$ cat src/design/jfhp_pkg.sv
package jfhp_pkg;

    localparam logic [1:0] KIND_HEADER    = 2'd0;
    localparam logic [1:0] KIND_COMPONENT = 2'd1;
    localparam logic [1:0] KIND_ERROR     = 2'd2;

    localparam logic [3:0] ST_OK          = 4'd0;
    localparam logic [3:0] ST_TRUNCATED   = 4'd1;
    localparam logic [3:0] ST_ZERO_WIDTH  = 4'd2;
    localparam logic [3:0] ST_PRECISION   = 4'd3;
    localparam logic [3:0] ST_COUNT       = 4'd4;
    localparam logic [3:0] ST_HORIZ       = 4'd5;
    localparam logic [3:0] ST_VERT        = 4'd6;
    localparam logic [3:0] ST_TABLE       = 4'd7;
    localparam logic [3:0] ST_UNSUPPORTED = 4'd8;

    localparam logic [3:0] FT_BASELINE       = 4'd0;
    localparam logic [3:0] FT_EXT_HUFF       = 4'd1;
    localparam logic [3:0] FT_PROG_HUFF      = 4'd2;
    localparam logic [3:0] FT_LOSSLESS_HUFF  = 4'd3;
    localparam logic [3:0] FT_EXT_ARITH      = 4'd9;
    localparam logic [3:0] FT_PROG_ARITH     = 4'd10;
    localparam logic [3:0] FT_LOSSLESS_ARITH = 4'd11;

    localparam logic [2:0] POS_LEN_HI    = 3'd0;
    localparam logic [2:0] POS_LEN_LO    = 3'd1;
    localparam logic [2:0] POS_PRECISION = 3'd2;
    localparam logic [2:0] POS_HEIGHT_HI = 3'd3;
    localparam logic [2:0] POS_HEIGHT_LO = 3'd4;
    localparam logic [2:0] POS_WIDTH_HI  = 3'd5;
    localparam logic [2:0] POS_WIDTH_LO  = 3'd6;
    localparam logic [2:0] POS_COUNT     = 3'd7;

    localparam logic [1:0] PH_ID    = 2'd0;
    localparam logic [1:0] PH_SAMP  = 2'd1;
    localparam logic [1:0] PH_TABLE = 2'd2;

    localparam logic [7:0] PREC_BASE      = 8'd8;
    localparam logic [7:0] PREC_EXT       = 8'd12;
    localparam logic [7:0] PREC_LL_MIN    = 8'd2;
    localparam logic [7:0] PREC_LL_MAX    = 8'd16;
    localparam logic [7:0] MAX_PROG_COMPS = 8'd4;
    localparam logic [3:0] MAX_FACTOR     = 4'd4;
    localparam logic [7:0] MAX_TABLE      = 8'd3;

    localparam int TDATA_W = 96;

    typedef struct packed {
        logic [1:0]  kind;
        logic [3:0]  status;
        logic [15:0] seg_len;
        logic [7:0]  precision;
        logic [15:0] height;
        logic [15:0] width;
        logic [7:0]  comp_count;
        logic [7:0]  comp_id;
        logic [3:0]  h_factor;
        logic [3:0]  v_factor;
        logic [7:0]  quant_table;
        logic        last;
    } result_t;

    function automatic logic [3:0] header_status(input logic [15:0] w, input logic [3:0] ft,
                                                 input logic [7:0] p, input logic [7:0] c);
        logic [3:0] st;
        st = ST_OK;
        if (w == 16'd0) begin
            st = ST_ZERO_WIDTH;
        end else begin
            unique case (ft)
                FT_BASELINE: begin
                    if (p != PREC_BASE) st = ST_PRECISION;
                    else if (c == 8'd0) st = ST_COUNT;
                end
                FT_EXT_HUFF, FT_EXT_ARITH: begin
                    if (p != PREC_BASE && p != PREC_EXT) st = ST_PRECISION;
                    else if (c == 8'd0) st = ST_COUNT;
                end
                FT_PROG_HUFF, FT_PROG_ARITH: begin
                    if (p != PREC_BASE && p != PREC_EXT) st = ST_PRECISION;
                    else if (c == 8'd0 || c > MAX_PROG_COMPS) st = ST_COUNT;
                end
                FT_LOSSLESS_HUFF, FT_LOSSLESS_ARITH: begin
                    if (p < PREC_LL_MIN || p > PREC_LL_MAX) st = ST_PRECISION;
                    else if (c == 8'd0) st = ST_COUNT;
                end
                default: st = ST_UNSUPPORTED;
            endcase
        end
        return st;
    endfunction

    function automatic logic [3:0] component_status(input logic [3:0] ft, input logic [7:0] samp,
                                                    input logic [7:0] tq);
        logic [3:0] st;
        logic       lossless;
        st = ST_OK;
        lossless = (ft == FT_LOSSLESS_HUFF) || (ft == FT_LOSSLESS_ARITH);
        if (samp[7:4] == 4'd0 || samp[7:4] > MAX_FACTOR) st = ST_HORIZ;
        else if (samp[3:0] == 4'd0 || samp[3:0] > MAX_FACTOR) st = ST_VERT;
        else if (lossless && tq != 8'd0) st = ST_TABLE;
        else if (!lossless && tq > MAX_TABLE) st = ST_TABLE;
        return st;
    endfunction

endpackage

$ cat src/design/jpeg_frame_header_parser_unit.sv
// A result is in the output register in the cycle after the item that causes it is accepted.
// Throughput: one segment byte per cycle; s_tready drops only while a result waits
// in the output register and m_tready is low.
// Reset (aresetn low, synchronous): the parser ignores bytes until one arrives with
// segment_start set, and the output register is emptied.
module jpeg_frame_header_parser_unit (
    input  logic                         aclk,
    input  logic                         aresetn,
    input  logic                         s_tvalid,
    output logic                         s_tready,
    // data_byte
    input  logic [7:0]                   s_tdata,
    // segment_start, frame_type
    input  logic [4:0]                   s_tuser,
    input  logic                         s_tlast,
    output logic                         m_tvalid,
    input  logic                         m_tready,
    // status, segment_length, precision, height, width, component_count,
    // descriptor_id, horizontal_factor, vertical_factor, quant_table, zero pad
    output logic [jfhp_pkg::TDATA_W-1:0] m_tdata,
    // result_kind
    output logic [1:0]                   m_tuser,
    output logic                         m_tlast
);

    logic        skip_reg, skip_next;
    logic [2:0]  pos_reg, pos_next;
    logic        comp_reg, comp_next;
    logic [1:0]  phase_reg, phase_next;
    logic [15:0] len_reg, len_next;
    logic [7:0]  prec_reg, prec_next;
    logic [15:0] height_reg, height_next;
    logic [15:0] width_reg, width_next;
    logic [7:0]  count_reg, count_next;
    logic [3:0]  type_reg, type_next;
    logic [7:0]  left_reg, left_next;
    logic [7:0]  id_reg, id_next;
    logic [7:0]  samp_reg, samp_next;

    logic              accept;
    logic              start;
    logic              active;
    logic              res_valid;
    logic [3:0]        st;
    logic [7:0]        left_dec;
    jfhp_pkg::result_t res;

    assign accept = s_tvalid && s_tready;
    assign start  = accept && s_tuser[0];
    assign active = accept && (s_tuser[0] || !skip_reg);

    always_comb begin
        skip_next   = skip_reg;
        pos_next    = start ? jfhp_pkg::POS_LEN_HI : pos_reg;
        comp_next   = start ? 1'b0 : comp_reg;
        phase_next  = phase_reg;
        len_next    = len_reg;
        prec_next   = start ? 8'd0 : prec_reg;
        height_next = start ? 16'd0 : height_reg;
        width_next  = start ? 16'd0 : width_reg;
        count_next  = start ? 8'd0 : count_reg;
        type_next   = start ? s_tuser[4:1] : type_reg;
        left_next   = left_reg;
        id_next     = id_reg;
        samp_next   = samp_reg;
        res_valid   = 1'b0;
        st          = jfhp_pkg::ST_OK;
        left_dec    = left_reg;
        res.kind    = jfhp_pkg::KIND_ERROR;
        res.status  = jfhp_pkg::ST_TRUNCATED;
        res.comp_id     = 8'd0;
        res.h_factor    = 4'd0;
        res.v_factor    = 4'd0;
        res.quant_table = 8'd0;
        res.last        = 1'b1;
        if (active) begin
            skip_next = 1'b0;
            if (!comp_next) begin
                if (pos_next != jfhp_pkg::POS_COUNT) begin
                    unique case (pos_next)
                        jfhp_pkg::POS_LEN_HI:    len_next    = {s_tdata, 8'd0};
                        jfhp_pkg::POS_LEN_LO:    len_next    = {len_next[15:8], s_tdata};
                        jfhp_pkg::POS_PRECISION: prec_next   = s_tdata;
                        jfhp_pkg::POS_HEIGHT_HI: height_next = {s_tdata, 8'd0};
                        jfhp_pkg::POS_HEIGHT_LO: height_next = {height_next[15:8], s_tdata};
                        jfhp_pkg::POS_WIDTH_HI:  width_next  = {s_tdata, 8'd0};
                        default:                 width_next  = {width_next[15:8], s_tdata};
                    endcase
                    pos_next = pos_next + 3'd1;
                    if (s_tlast) begin
                        res_valid = 1'b1;
                        skip_next = 1'b1;
                    end
                end else begin
                    count_next = s_tdata;
                    left_next  = s_tdata;
                    comp_next  = 1'b1;
                    phase_next = jfhp_pkg::PH_ID;
                    res_valid  = 1'b1;
                    st = jfhp_pkg::header_status(width_next, type_next, prec_next, s_tdata);
                    if (s_tlast && s_tdata != 8'd0) begin
                        skip_next = 1'b1;
                    end else if (st != jfhp_pkg::ST_OK) begin
                        res.status = st;
                        skip_next  = 1'b1;
                    end else begin
                        res.kind   = jfhp_pkg::KIND_HEADER;
                        res.status = jfhp_pkg::ST_OK;
                        res.last   = 1'b0;
                    end
                end
            end else begin
                unique case (phase_reg)
                    jfhp_pkg::PH_ID: begin
                        id_next    = s_tdata;
                        phase_next = jfhp_pkg::PH_SAMP;
                        if (s_tlast) begin
                            res_valid = 1'b1;
                            skip_next = 1'b1;
                        end
                    end
                    jfhp_pkg::PH_SAMP: begin
                        samp_next  = s_tdata;
                        phase_next = jfhp_pkg::PH_TABLE;
                        if (s_tlast) begin
                            res_valid = 1'b1;
                            skip_next = 1'b1;
                        end
                    end
                    default: begin
                        phase_next = jfhp_pkg::PH_ID;
                        left_dec   = (left_reg != 8'd0) ? left_reg - 8'd1 : left_reg;
                        left_next  = left_dec;
                        res_valid  = 1'b1;
                        st = jfhp_pkg::component_status(type_reg, samp_reg, s_tdata);
                        if (s_tlast && left_dec != 8'd0) begin
                            skip_next = 1'b1;
                        end else if (st != jfhp_pkg::ST_OK) begin
                            res.status = st;
                            skip_next  = 1'b1;
                        end else begin
                            res.kind        = jfhp_pkg::KIND_COMPONENT;
                            res.status      = jfhp_pkg::ST_OK;
                            res.comp_id     = id_reg;
                            res.h_factor    = samp_reg[7:4];
                            res.v_factor    = samp_reg[3:0];
                            res.quant_table = s_tdata;
                            res.last        = (left_dec == 8'd0);
                            skip_next       = (left_dec == 8'd0);
                        end
                    end
                endcase
            end
        end
        res.seg_len    = len_next;
        res.precision  = prec_next;
        res.height     = height_next;
        res.width      = width_next;
        res.comp_count = count_next;
    end

    always_ff @(posedge aclk) begin
        if (!aresetn) begin
            skip_reg  <= 1'b1;
            pos_reg   <= jfhp_pkg::POS_LEN_HI;
            comp_reg  <= 1'b0;
            phase_reg <= jfhp_pkg::PH_ID;
        end else begin
            skip_reg  <= skip_next;
            pos_reg   <= pos_next;
            comp_reg  <= comp_next;
            phase_reg <= phase_next;
        end
    end

    always_ff @(posedge aclk) begin
        len_reg    <= len_next;
        prec_reg   <= prec_next;
        height_reg <= height_next;
        width_reg  <= width_next;
        count_reg  <= count_next;
        type_reg   <= type_next;
        left_reg   <= left_next;
        id_reg     <= id_next;
        samp_reg   <= samp_next;
    end

    jfhp_out_reg u_out_reg (
        .aclk     (aclk),
        .aresetn  (aresetn),
        .in_valid (res_valid),
        .in_res   (res),
        .in_ready (s_tready),
        .m_tvalid (m_tvalid),
        .m_tready (m_tready),
        .m_tdata  (m_tdata),
        .m_tuser  (m_tuser),
        .m_tlast  (m_tlast)
    );

endmodule

$ cat src/design/jfhp_out_reg.sv
module jfhp_out_reg (
    input  logic                           aclk,
    input  logic                           aresetn,
    input  logic                           in_valid,
    input  jfhp_pkg::result_t              in_res,
    output logic                           in_ready,
    output logic                           m_tvalid,
    input  logic                           m_tready,
    // status, segment_length, precision, height, width, component_count,
    // descriptor_id, horizontal_factor, vertical_factor, quant_table, zero pad
    output logic [jfhp_pkg::TDATA_W-1:0]   m_tdata,
    // result_kind
    output logic [1:0]                     m_tuser,
    output logic                           m_tlast
);

    logic              valid_reg;
    logic              valid_next;
    jfhp_pkg::result_t res_reg;

    assign in_ready = !valid_reg || m_tready;

    always_comb begin
        valid_next = valid_reg;
        if (in_valid) begin
            valid_next = 1'b1;
        end else if (m_tready) begin
            valid_next = 1'b0;
        end
    end

    always_ff @(posedge aclk) begin
        if (!aresetn) begin
            valid_reg <= 1'b0;
        end else begin
            valid_reg <= valid_next;
        end
    end

    always_ff @(posedge aclk) begin
        if (in_valid) begin
            res_reg <= in_res;
        end
    end

    assign m_tvalid = valid_reg;
    assign m_tuser  = res_reg.kind;
    assign m_tlast  = res_reg.last;
    assign m_tdata  = {4'd0, res_reg.quant_table, res_reg.v_factor, res_reg.h_factor,
                       res_reg.comp_id, res_reg.comp_count, res_reg.width, res_reg.height,
                       res_reg.precision, res_reg.seg_len, res_reg.status};

endmodule

$ cat config.mk
export PLATFORM = sky130hd
export DESIGN_NAME = jpeg_frame_header_parser_unit
export DESIGN_NICKNAME = d
export VERILOG_FILES = /design/src/design/jfhp_pkg.sv /design/src/design/jpeg_frame_header_parser_unit.sv /design/src/design/jfhp_out_reg.sv
export SDC_FILE = /design/constraint.sdc
export NUM_CORES = 1
export LEC_CHECK = 0
export ABC_AREA = 1
export BUFFER_PORTS_ARGS = -buffer_cell sky130_fd_sc_hd__buf_4
export CAP_MARGIN = 20
export CELL_PAD_IN_SITES_DETAIL_PLACEMENT = 0
export CELL_PAD_IN_SITES_GLOBAL_PLACEMENT = 1
export CORE_MARGIN = 2
export CORE_UTILIZATION = 46
export CTS_BUF_LIST = sky130_fd_sc_hd__clkbuf_4
export DETAILED_ROUTE_END_ITERATION = 16
export HOLD_SLACK_MARGIN = 0.15
export PLACE_DENSITY = 0.92
export SLEW_MARGIN = 10
export SYNTH_ARGS = -nofsm -noshare
export SYNTH_HDL_FRONTEND = slang
export SYNTH_SLANG_ARGS = --single-unit
$ cat constraint.sdc
create_clock -name aclk -period 10.2 [get_ports aclk]
set_clock_uncertainty 0.1 [all_clocks]
set_input_delay 1.53 -clock aclk [delete_from_list [all_inputs] [get_ports aclk]]
set_output_delay 1.53 -clock aclk [all_outputs]
set_load 0.05 [all_outputs]
* Yosys cells after proc, flatten, opt, wreduce, memory -nomap -nowiden
Cells that the tools add are included.
** Storage, ports and cells
- Input bits :: 18
- Flip-flop bits (word level) :: 195
** Operators by class
- Reduce and logical (&&, ||, !) cells :: 42
- Bitwise logic cells :: 2
- Eq/ne operators :: 19
- Order comparisons :: 6
- Add/subtract/negate cells :: 2
- Muxes and demuxes :: 85
** Operators with widths (number)
- 16-bit two-way mux :: 11
- 8-bit two-way mux :: 13
- 16-bit case mux with 2 select lines :: 3
- 4-bit two-way mux :: 12
- 3-bit two-way mux :: 12
- 6-bit two-way mux :: 5
- 8-bit nonzero test :: 3
- 1-bit two-way mux :: 23
- 4-bit equality test, second input constant :: 4
- 16-bit zero test :: 1
- 8-bit zero test :: 2
- 8-bit by 4-bit != test with 1-bit output, second input constant :: 2
- 4-bit case mux with 4 select lines :: 1
- 4-bit by 2-bit equality test with 1-bit output, second input constant :: 3
- 4-bit zero test :: 3
- 3-bit AND reduction :: 3
- 4-bit by 3-bit greater-than comparator with 1-bit output, second input constant :: 2
- 8-bit by 2-bit greater-than comparator with 1-bit output, second input constant :: 1
- 8-bit by 3-bit greater-than comparator with 1-bit output, second input constant :: 1
- 8-bit by 5-bit greater-than comparator with 1-bit output, second input constant :: 1
- 1-bit logical AND :: 8
- 8-bit by 2-bit < comparator with 1-bit output, second input constant :: 1
- 2-bit two-way mux :: 4
- 4-bit nonzero test :: 2
- 20 further kinds :: 35

* Depth between registers and ports, before layout
Gate-level depths: netlist of the first run.
- Depth in word-level cells :: 18
- Gate-level depth with buffers :: 18

* Hierarchy
From an unflattened synthesis of the first run, not the netlist that was laid out.
** Second synthesis, totals
- Cells, all modules :: 684
- Area total of the unflattened synthesis :: 7428.4 um2
** By module, submodules not included
- jpeg_frame_header_parser_unit :: cells an instance 578, instances 1, area an instance 4495.6 um2
- jfhp_out_reg :: cells an instance 106, instances 1, area an instance 2932.8 um2

* Worst setup path after synthesis of the first run
OpenSTA, ideal clock, no wires.
- Path kind :: input port to flip-flop
- Start point :: input port m_tready
- End point :: register u_out_reg.res_reg (netlist bit u_out_reg.m_tdata[0]) (enable)
- Setup time :: 0.607 ns
- Data arrival time :: 7.832 ns
- Buffers on the path :: 2
- Cell stages on the path :: 12
- Setup slack :: 1.661 ns
- Data required time :: 9.493 ns
- Path through :: inv_1 > nand2_4 > nand3_4 > buf_2 > buf_1 > nand2_1 > inv_1 > ha_1 > inv_1 > nor2_1 > nand2_1 > a31oi_1
** On the way
- Cells in the longest elaborated chain, start to end :: 8
- Elaborated cells between the ends (all ways) :: 10
- Classes of those cells :: 1 x eq/ne; 5 x mux; 4 x reduce/logical
** RTL lines
- start, declared :: line jpeg_frame_header_parser_unit.sv:17 : input logic m_tready,
- 1-bit logical OR * :: line jfhp_out_reg.sv:21 : assign in_ready = !valid_reg || m_tready;
- named net s_tready :: line jpeg_frame_header_parser_unit.sv:10 : output logic s_tready,
- 1-bit logical AND * :: line jpeg_frame_header_parser_unit.sv:48 : assign accept = s_tvalid && s_tready;
- 1-bit logical AND :: line jpeg_frame_header_parser_unit.sv:49 : assign start = accept && s_tuser[0];
- 3-bit two-way mux :: line jpeg_frame_header_parser_unit.sv:54 : pos_next = start ? jfhp_pkg::POS_LEN_HI : pos_reg;
- 3-bit != test :: line jpeg_frame_header_parser_unit.sv:79 : if (pos_next != jfhp_pkg::POS_COUNT) begin
- 1-bit two-way mux :: line jpeg_frame_header_parser_unit.sv:79
- 1-bit two-way mux :: line jpeg_frame_header_parser_unit.sv:78 : if (!comp_next) begin
- 1-bit two-way mux * :: line jpeg_frame_header_parser_unit.sv:76 : if (active) begin
- named net res_valid :: line jpeg_frame_header_parser_unit.sv:43 : logic res_valid;
- end signal, assigned :: line jfhp_out_reg.sv:42 : res_reg <= in_res;
- end, declared :: line jfhp_out_reg.sv:19 : jfhp_pkg::result_t res_reg;
Mark *: on every way through the listed nets, which the timed path passes. The rest lies on a longest branch.
A chain may end at the register's enable or synchronous reset.

* Worst setup path after layout of the first run
- Start point :: input port m_tready
- End point :: register u_out_reg.res_reg (netlist bit u_out_reg.m_tdata[13]) (data pin)
** On the way
- Cells in the longest elaborated chain, start to end :: 9
- Elaborated cells between the ends (all ways) :: 13
- Classes of those cells :: 2 x eq/ne; 6 x mux; 5 x reduce/logical
** RTL lines
- 1-bit logical OR * :: line jfhp_out_reg.sv:21
- 1-bit logical AND * :: line jpeg_frame_header_parser_unit.sv:48
- 1-bit logical AND :: line jpeg_frame_header_parser_unit.sv:49
- 3-bit two-way mux :: line jpeg_frame_header_parser_unit.sv:54
- 3-bit by 1-bit equality test with 1-bit output or 3-bit zero test (tied branches) :: line jpeg_frame_header_parser_unit.sv:80 : unique case (pos_next)
- 16-bit case mux with 2 select lines :: line jpeg_frame_header_parser_unit.sv:80
- 16-bit two-way mux :: line jpeg_frame_header_parser_unit.sv:79
- 16-bit two-way mux :: line jpeg_frame_header_parser_unit.sv:78
- 16-bit two-way mux * :: line jpeg_frame_header_parser_unit.sv:76
- named net len_next[9] :: line jpeg_frame_header_parser_unit.sv:30 : logic [15:0] len_reg, len_next;
Marks and branches as above.

==> results_dict.tcl, run 1 <==
set metrics [dict create \
    max_slew_margin 0.459 \
    cp-endpoint "u_out_reg.m_tdata[13]$_DFFE_PP_" \
    cts_tree "yes" \
    grt_usage 0.197 \
    dpl-instance-area_mm2 0.00849 \
    hold_violations 0 \
    worstRegToRegCells 8 \
    yosysWarnings 0 \
    hold_buffers 0 \
    endpoint_kind "flop" \
    viasPerCell 5.04 \
    yosysSeqAreaShare 0.687 \
    rsz0062_at_grt "false" \
    required_ns 10.42 \
    path_class "input pin to flop" \
    cts.htree.levels 4 \
    netlist.area_leader.share 0.482 \
    cts_num_sinks 195 \
    synthTopCellsByArea "edfxtp_1 48%, dfxtp_1 21%, nand2_1 6.1%" \
    p_per_area_mw_per_mm2 168 \
    fmax_mhz 217 \
    ant_nets 0 \
    hpwl_um 11200 \
    synth_top_area_cell "edfxtp_1" \
    rows 46 \
    critPathArrivalTime_ns 4.82 \
    critical_path.startpoint "m_tready" \
    die_w_um 131 \
    comb_power_share 0.129 \
    fin_crit_ns 4.61 \
    initial_core_util 0.469 \
    dominantRegCellSynth "edfxtp_1" \
    synth-edff-count 119 \
    whs_ns 0.396 \
    tightestPinTransition_ns 0.808 \
    wl_per_cell_um 15.9 \
    r2r_slack_ns 6.29 \
    antenna_found_initial 1 \
    rr_endpoint "u_out_reg.m_tdata[13]$_DFFE_PP_" \
    vdd_drop_max_mv 0.102 \
    io_pins 119 \
    power_frac_clock 0.265 \
    nNetsFinal 824 \
    async_reset_ff_frac 0 \
    cts_root_buffer "clkbuf_4" \
    syn_inst 677 \
    drive_gt1_frac 0.213 \
    p_switching_uw 418 \
    gp_congestion 0.843 \
    maxCapViolations 0 \
    setup_ws_ns 5.59 \
    grt_first_pass_wirelength_um 25200 \
    layout_common_cells "121 x nand2_1, 119 x edfxtp_1, 117 x buf_4" \
    drcViolationCount 0 \
    grt_pass1_vias 4821 \
    power_leakage_uw 0.00350 \
    largest_reg_flops 92 \
    grt_max_degree 72 \
    period_share 0.452 \
    routed_wl_um 16400 \
    first_pass_iters 5 \
    vias 5193 \
    p_int_uw 1060 \
    critPathLaunchType "input pin" \
    hold_class "flop to flop" \
    overflow 0 \
    p_sw_frac 0.283 \
    ys_seq_elements 195 \
    status "complete, no violations" \
    numCtsBuffers 17 \
    fin_area_mm2 0.00876 \
    place_ws_ns 5.01 \
    portBuffers 114 \
    p_total_uw 1470 \
    syn_area_mm2 0.00742 \
    final_common_cell "nand2_1" \
    fp.dieH_um 131 \
    dieArea_mm2 0.0172 \
    slew_violations 0 \
    post_cts_buffers 0 \
    post_cts_resized 0 \
    setup_tns_ns 0 \
    setup_viol 0 \
    clk_pin_slew_ns 0.15 \
    syn_avg_cell_area_um2 11.0 \
    area_delta_synth_final_pct 18.1 \
    clockBufferDepth 2 \
    crit_fanout 71 \
    clock_latency_ns 0.59 \
    drtIter0Drc 417 \
    yosysUniqueCellTypes 39 \
    regToRegStartpoint "u_out_reg.m_tvalid$_SDFFE_PN0P_" \
    core_mm2 0.0158 \
    pwr-share-seq 0.606 \
]
power by group through the flow:
| stage | logic, µW | clock network, µW | registers (µW) |
|---|---|---|---|
| floorplan | 82.2 | 0 | 963 |
| global placement | 187 | 0 | 910 |
| detailed placement | 190 | 0 | 910 |
| CTS | 191 | 402 | 893 |
| global route | 208 | 426 | 897 |
| finish | 191 | 390 | 893 |
cell usage after synthesis (2+ instances only):
library cell	number
a21oi_1	15
a31oi_1	2
buf_1	4
buf_2	7
buf_4	4
buf_6	3
clkbuf_1	6
dfxtp_1	76
edfxtp_1	119
ha_1	6
inv_1	56
inv_2	4
nand2_1	121
nand2_2	3
nand2_4	2
nand3_1	61
nand3_4	2
nand3b_1	2
nand4_1	13
nor2_1	46
nor2_2	11
nor3_1	6
nor4_1	2
o21ai_0	80
o21ai_2	2
o22ai_1	11
area by class of cell:
type	count	area, µm²
Tap cell	216	270
Sequential cell	195	5090
Antenna cell	1	2.50
Clock inverter	14	134
Inverter	60	225
Timing Repair Buffer	117	878
Fill cell	1361	7070
Multi-Input combinational cell	409	2020
Clock buffer	18	135
how the worst min path moves through the flow:
| stage | from | to | slack [ns] | cells after the start |
|---|---|---|---|---|
| after floorplan | type_reg[3]$_DFF_P_ | type_reg[3]$_DFF_P_ | 0.33 | 2 |
| after global placement | type_reg[3]$_DFF_P_ | type_reg[3]$_DFF_P_ | 0.36 | 2 |
| after detailed placement | type_reg[3]$_DFF_P_ | type_reg[3]$_DFF_P_ | 0.38 | 2 |
| after CTS | type_reg[3]$_DFF_P_ | type_reg[3]$_DFF_P_ | 0.41 | 2 |
| after global routing | type_reg[3]$_DFF_P_ | type_reg[3]$_DFF_P_ | 0.43 | 2 |
| final | type_reg[3]$_DFF_P_ | type_reg[3]$_DFF_P_ | 0.40 | 2 |
cell families (layout without fill, tap and decap cells):
logic type	count (synthesis)	after routing	synth area share
compound gates	116	116	0.0833
xor+xnor	2	2	0.00236
fa+ha+maj	6	6	0.0101
buf+inv	84	209	0.0487
flops	195	195	0.687
other cells	1	13	0.000505
simple gates	273	273	0.168
metal layers:
layer	track usage	vias to the layer above	share of wire	routed length, µm
met5	0	-	0	0
met4	0.0601	0	0.016	261
met3	0.0448	20	0.062	1010
met2	0.315	171	0.48	7870
met1	0.270	2430	0.44	7230
li1	-	2572	-	-
worst max-delay path, stage by stage:
cell and delay (ns):
buf_4 0.08, inv_1 0.06, nand2_4 0.12, nand3_4 0.57
nand2_1 0.77, inv_1 0.30, nor2_4 0.25, nand3_1 0.58
o21ai_0 0.37, o21ai_0 0.17
per-stage QoR:
step / instances / utilization
2_1_floorplan: 688 / -
3_3_place_gp: 997 / 0.536
3_5_place_dp: 997 / 0.536
4_1_cts: 1029 / 0.553
5_1_grt: 1030 / 0.554
6_report: 1030 / 0.554
Note: power is estimated with default switching activity, not from simulation.
==> run 2: changes to the inputs <==
--- a/config.mk
+++ b/config.mk
@@ -5,17 +5,17 @@
 export SDC_FILE = /design/constraint.sdc
 export NUM_CORES = 1
 export LEC_CHECK = 0
-export ABC_AREA = 1
+export ABC_AREA = 0
 export BUFFER_PORTS_ARGS = -buffer_cell sky130_fd_sc_hd__buf_4
 export CAP_MARGIN = 20
 export CELL_PAD_IN_SITES_DETAIL_PLACEMENT = 0
 export CELL_PAD_IN_SITES_GLOBAL_PLACEMENT = 1
 export CORE_MARGIN = 2
-export CORE_UTILIZATION = 46
+export CORE_UTILIZATION = 42
 export CTS_BUF_LIST = sky130_fd_sc_hd__clkbuf_4
 export DETAILED_ROUTE_END_ITERATION = 16
 export HOLD_SLACK_MARGIN = 0.15
-export PLACE_DENSITY = 0.92
+export PLACE_DENSITY = 0.87
 export SLEW_MARGIN = 10
 export SYNTH_ARGS = -nofsm -noshare
 export SYNTH_HDL_FRONTEND = slang
==> constraint.sdc (replaced) <==
create_clock -name aclk -period 4.1 [get_ports aclk]
set_clock_uncertainty 0.1 [all_clocks]
set_input_delay 0.615 -clock aclk [delete_from_list [all_inputs] [get_ports aclk]]
set_output_delay 0.615 -clock aclk [all_outputs]
set_load 0.05 [all_outputs]
==> results_dict.tcl, run 2 <==
set metrics [dict create \
    period_share 0.713 \
    portBuffers 114 \
    dominantRegCellSynth "edfxtp_1" \
    path_cells "nand2b_4 > nand3_2 > nand2_1 > inv_1 > ha_1 > nand3_2 > or2_4 > a21oi_4 > a21oi_4 > clkinvlp_4 > buf_4" \
    drtIter0Drc 293 \
    ant_nets 0 \
    grt_usage 0.182 \
    yosysUniqueCellTypes 56 \
    yosysSeqAreaShare 0.702 \
    endpoint_kind "flop" \
    m1WireLength_um 7160 \
    cts_root_buffer "clkbuf_4" \
    critPathLaunchType "flop" \
    setup_viol 0 \
    io_pins 119 \
    synth_most_common_cell "edfxtp_1" \
    critical_path.startpoint "u_out_reg.m_tvalid$_SDFFE_PN0P_" \
    syn_inst 556 \
    layout.cells.non_filler 918 \
    crit_fanout 25 \
    status "complete, no violations" \
    slew_violations 0 \
    highest_layer "met4" \
    fmax_mhz 342 \
    grt_max_degree 67 \
    async_reset_ff_frac 0 \
    hold_violations 0 \
    fin_crit_ns 2.92 \
    die_w_um 135 \
    p_per_area_mw_per_mm2 420 \
    area_delta_synth_final_pct 20.2 \
    slowest_stage "dfxtp_2" \
    ys_seq_elements 195 \
    rr_endpoint "u_out_reg.m_tdata[63]$_DFFE_PP_" \
    vias 4734 \
    min_path_cells 3 \
    placedCellCount 881 \
    first_pass_iters 4 \
    drive_gt1_frac 0.247 \
    yosysWarnings 0 \
    syn_avg_cell_area_um2 13.0 \
    worstRegToRegCells 11 \
    routed_wl_um 16200 \
    min_to "type_reg[2]$_DFF_P_" \
    wl_per_cell_um 17.7 \
    regToRegStartpoint "u_out_reg.m_tvalid$_SDFFE_PN0P_" \
    clock_latency_ns 0.57 \
    dieArea_mm2 0.0183 \
    power_leakage_uw 0.00326 \
    gp_congestion 0.875 \
    critPathArrivalTime_ns 3.07 \
    synthTopCellsByCount "119 x edfxtp_1, 82 x nand2_1, 76 x dfxtp_1" \
    hpwl_um 10900 \
    largest_reg_flops 92 \
    p_total_uw 3660 \
    layout_common_cells "119 x edfxtp_1, 119 x buf_4, 82 x nand2_1" \
    fp.dieH_um 135 \
    cp_top_family "simple AND/OR/NAND/NOR gates" \
    synth-edff-count 119 \
    worst_path_largest_cell_delay_ns 0.37 \
    initial_core_util 0.424 \
    maxCapViolations 0 \
    netlist.area_leader.share 0.493 \
    numCtsBuffers 17 \
    path_class "flop to flop" \
    tightestPinTransition_ns 0.893 \
    r2r_slack_ns 1.18 \
    synth_top_area_cell "edfxtp_1" \
    cts_num_sinks 195 \
    hp-start "s_tuser[3]" \
    overflow 0 \
    viasPerCell 5.16 \
    max_slew_margin 0.403 \
    cts_tree "yes" \
    rsz0062_at_grt "false" \
    clk_pin_slew_ns 0.16 \
    dr_wl_met3_um 819 \
    grt_pass1_vias 4580 \
    nNetsFinal 703 \
    post_cts_resized 0 \
    syn_area_mm2 0.00725 \
    synthTopCellsByArea "edfxtp_1 49%, dfxtp_1 21%, a22o_1 4.8%" \
    wl_met2_um 7960 \
    cts.htree.levels 4 \
    grt_first_pass_wirelength_um 25000 \
    clockBufferDepth 2 \
    rows 48 \
    hold_class "input pin to flop" \
    required_ns 4.24 \
    core_mm2 0.0171 \
    crit_buf_inv 3 \
    antenna_found_initial 1 \
    setup_tns_ns 0 \
    vdd_drop_max_mv 0.173 \
    drcViolationCount 0 \
]
[run 2: cell types whose count changed after synthesis, sizes merged, moves of 40 or more]
cell / before / now
o21ai: 83 / 35
nor2: 58 / 17
a22o: 0 / 40
inv: 60 / 11
nand2: 126 / 82
nand3: 64 / 5
[run 2: logic make-up (layout without fill, tap and decap cells)]
family,Yosys count,in the layout,synth area share
AO/OA/AOI/OAI,110,110,0.104
adder cells (fa/ha/maj),6,6,0.0103
flip-flops,195,195,0.702
buffers and inverters,42,167,0.0267
multiplexers,4,4,0.00569
AND/OR/NAND/NOR,193,193,0.145
XOR/XNOR,5,5,0.00604
other,1,13,0.000517
[run 2: timing repair]
action	4_1_cts	5_1_grt
hold endpoints to repair	4	0
setup buffers	0	0
hold buffers	4	0
[run 2: report_power, final]
part	total, µW	internal, µW	switching, µW
Clock	1040	380	656
Combinational	421	121	300
Sequential	2200	2170	36.1
[run 2: metrics by stage]
stage	hold slack, ns	setup slack (ns)	instance area [µm²]	utilization
final	0.202	1.18	8720	0.509
after global routing	0.182	0.903	8720	0.509
after CTS	0.150	1.17	8720	0.509
after floorplan	0.328	0.0232	7350	-
after detailed placement	0.354	0.721	8380	0.490
after global placement	0.337	0.800	8380	0.490
[run 2: worst register-to-register path, cell delays in order, from the launching register on]
cell        delay (ns)
dfxtp_2           0.37
nand2b_4          0.08
nand3_2           0.10
nand2_1           0.10
inv_1             0.13
ha_1              0.34
nand3_2           0.17
or2_4             0.27
a21oi_4           0.32
a21oi_4           0.08
clkinvlp_4        0.17
buf_4             0.36
[run 2: worst max-delay path by stage]
| stage | endpoint | slack (ns) | depth (start not counted) |
|---|---|---|---|
| 6_report | u_out_reg.m_tdata[63]$_DFFE_PP_ | 1.18 | 11 |
| 5_1_grt | u_out_reg.m_tdata[60]$_DFFE_PP_ | 0.90 | 9 |
| 4_1_cts | u_out_reg.m_tdata[22]$_DFFE_PP_ | 1.17 | 11 |
| 3_5_place_dp | u_out_reg.m_tdata[7]$_DFFE_PP_ | 0.72 | 12 |
| 3_3_place_gp | u_out_reg.m_tdata[22]$_DFFE_PP_ | 0.80 | 12 |
| 2_1_floorplan | u_out_reg.m_tdata[0]$_SDFFCE_PN1P_ | 0.02 | 12 |
[run 2: layout make-up]
class / count / area, µm²
fill: 1470 / 8400
sequential: 195 / 5100
multi-input combinational: 330 / 2050
timing repair buffer: 124 / 953
tap: 225 / 282
clock inverter: 15 / 165
clock buffer: 17 / 128
inverter: 11 / 45.0
antenna: 1 / 2.50
[run 2: per-layer routing]
layer  vias up  GRT usage
li1       2276          -
met1      2284      0.235
met2       148      0.298
met3        26     0.0393
met4         0     0.0793
met5         -          0
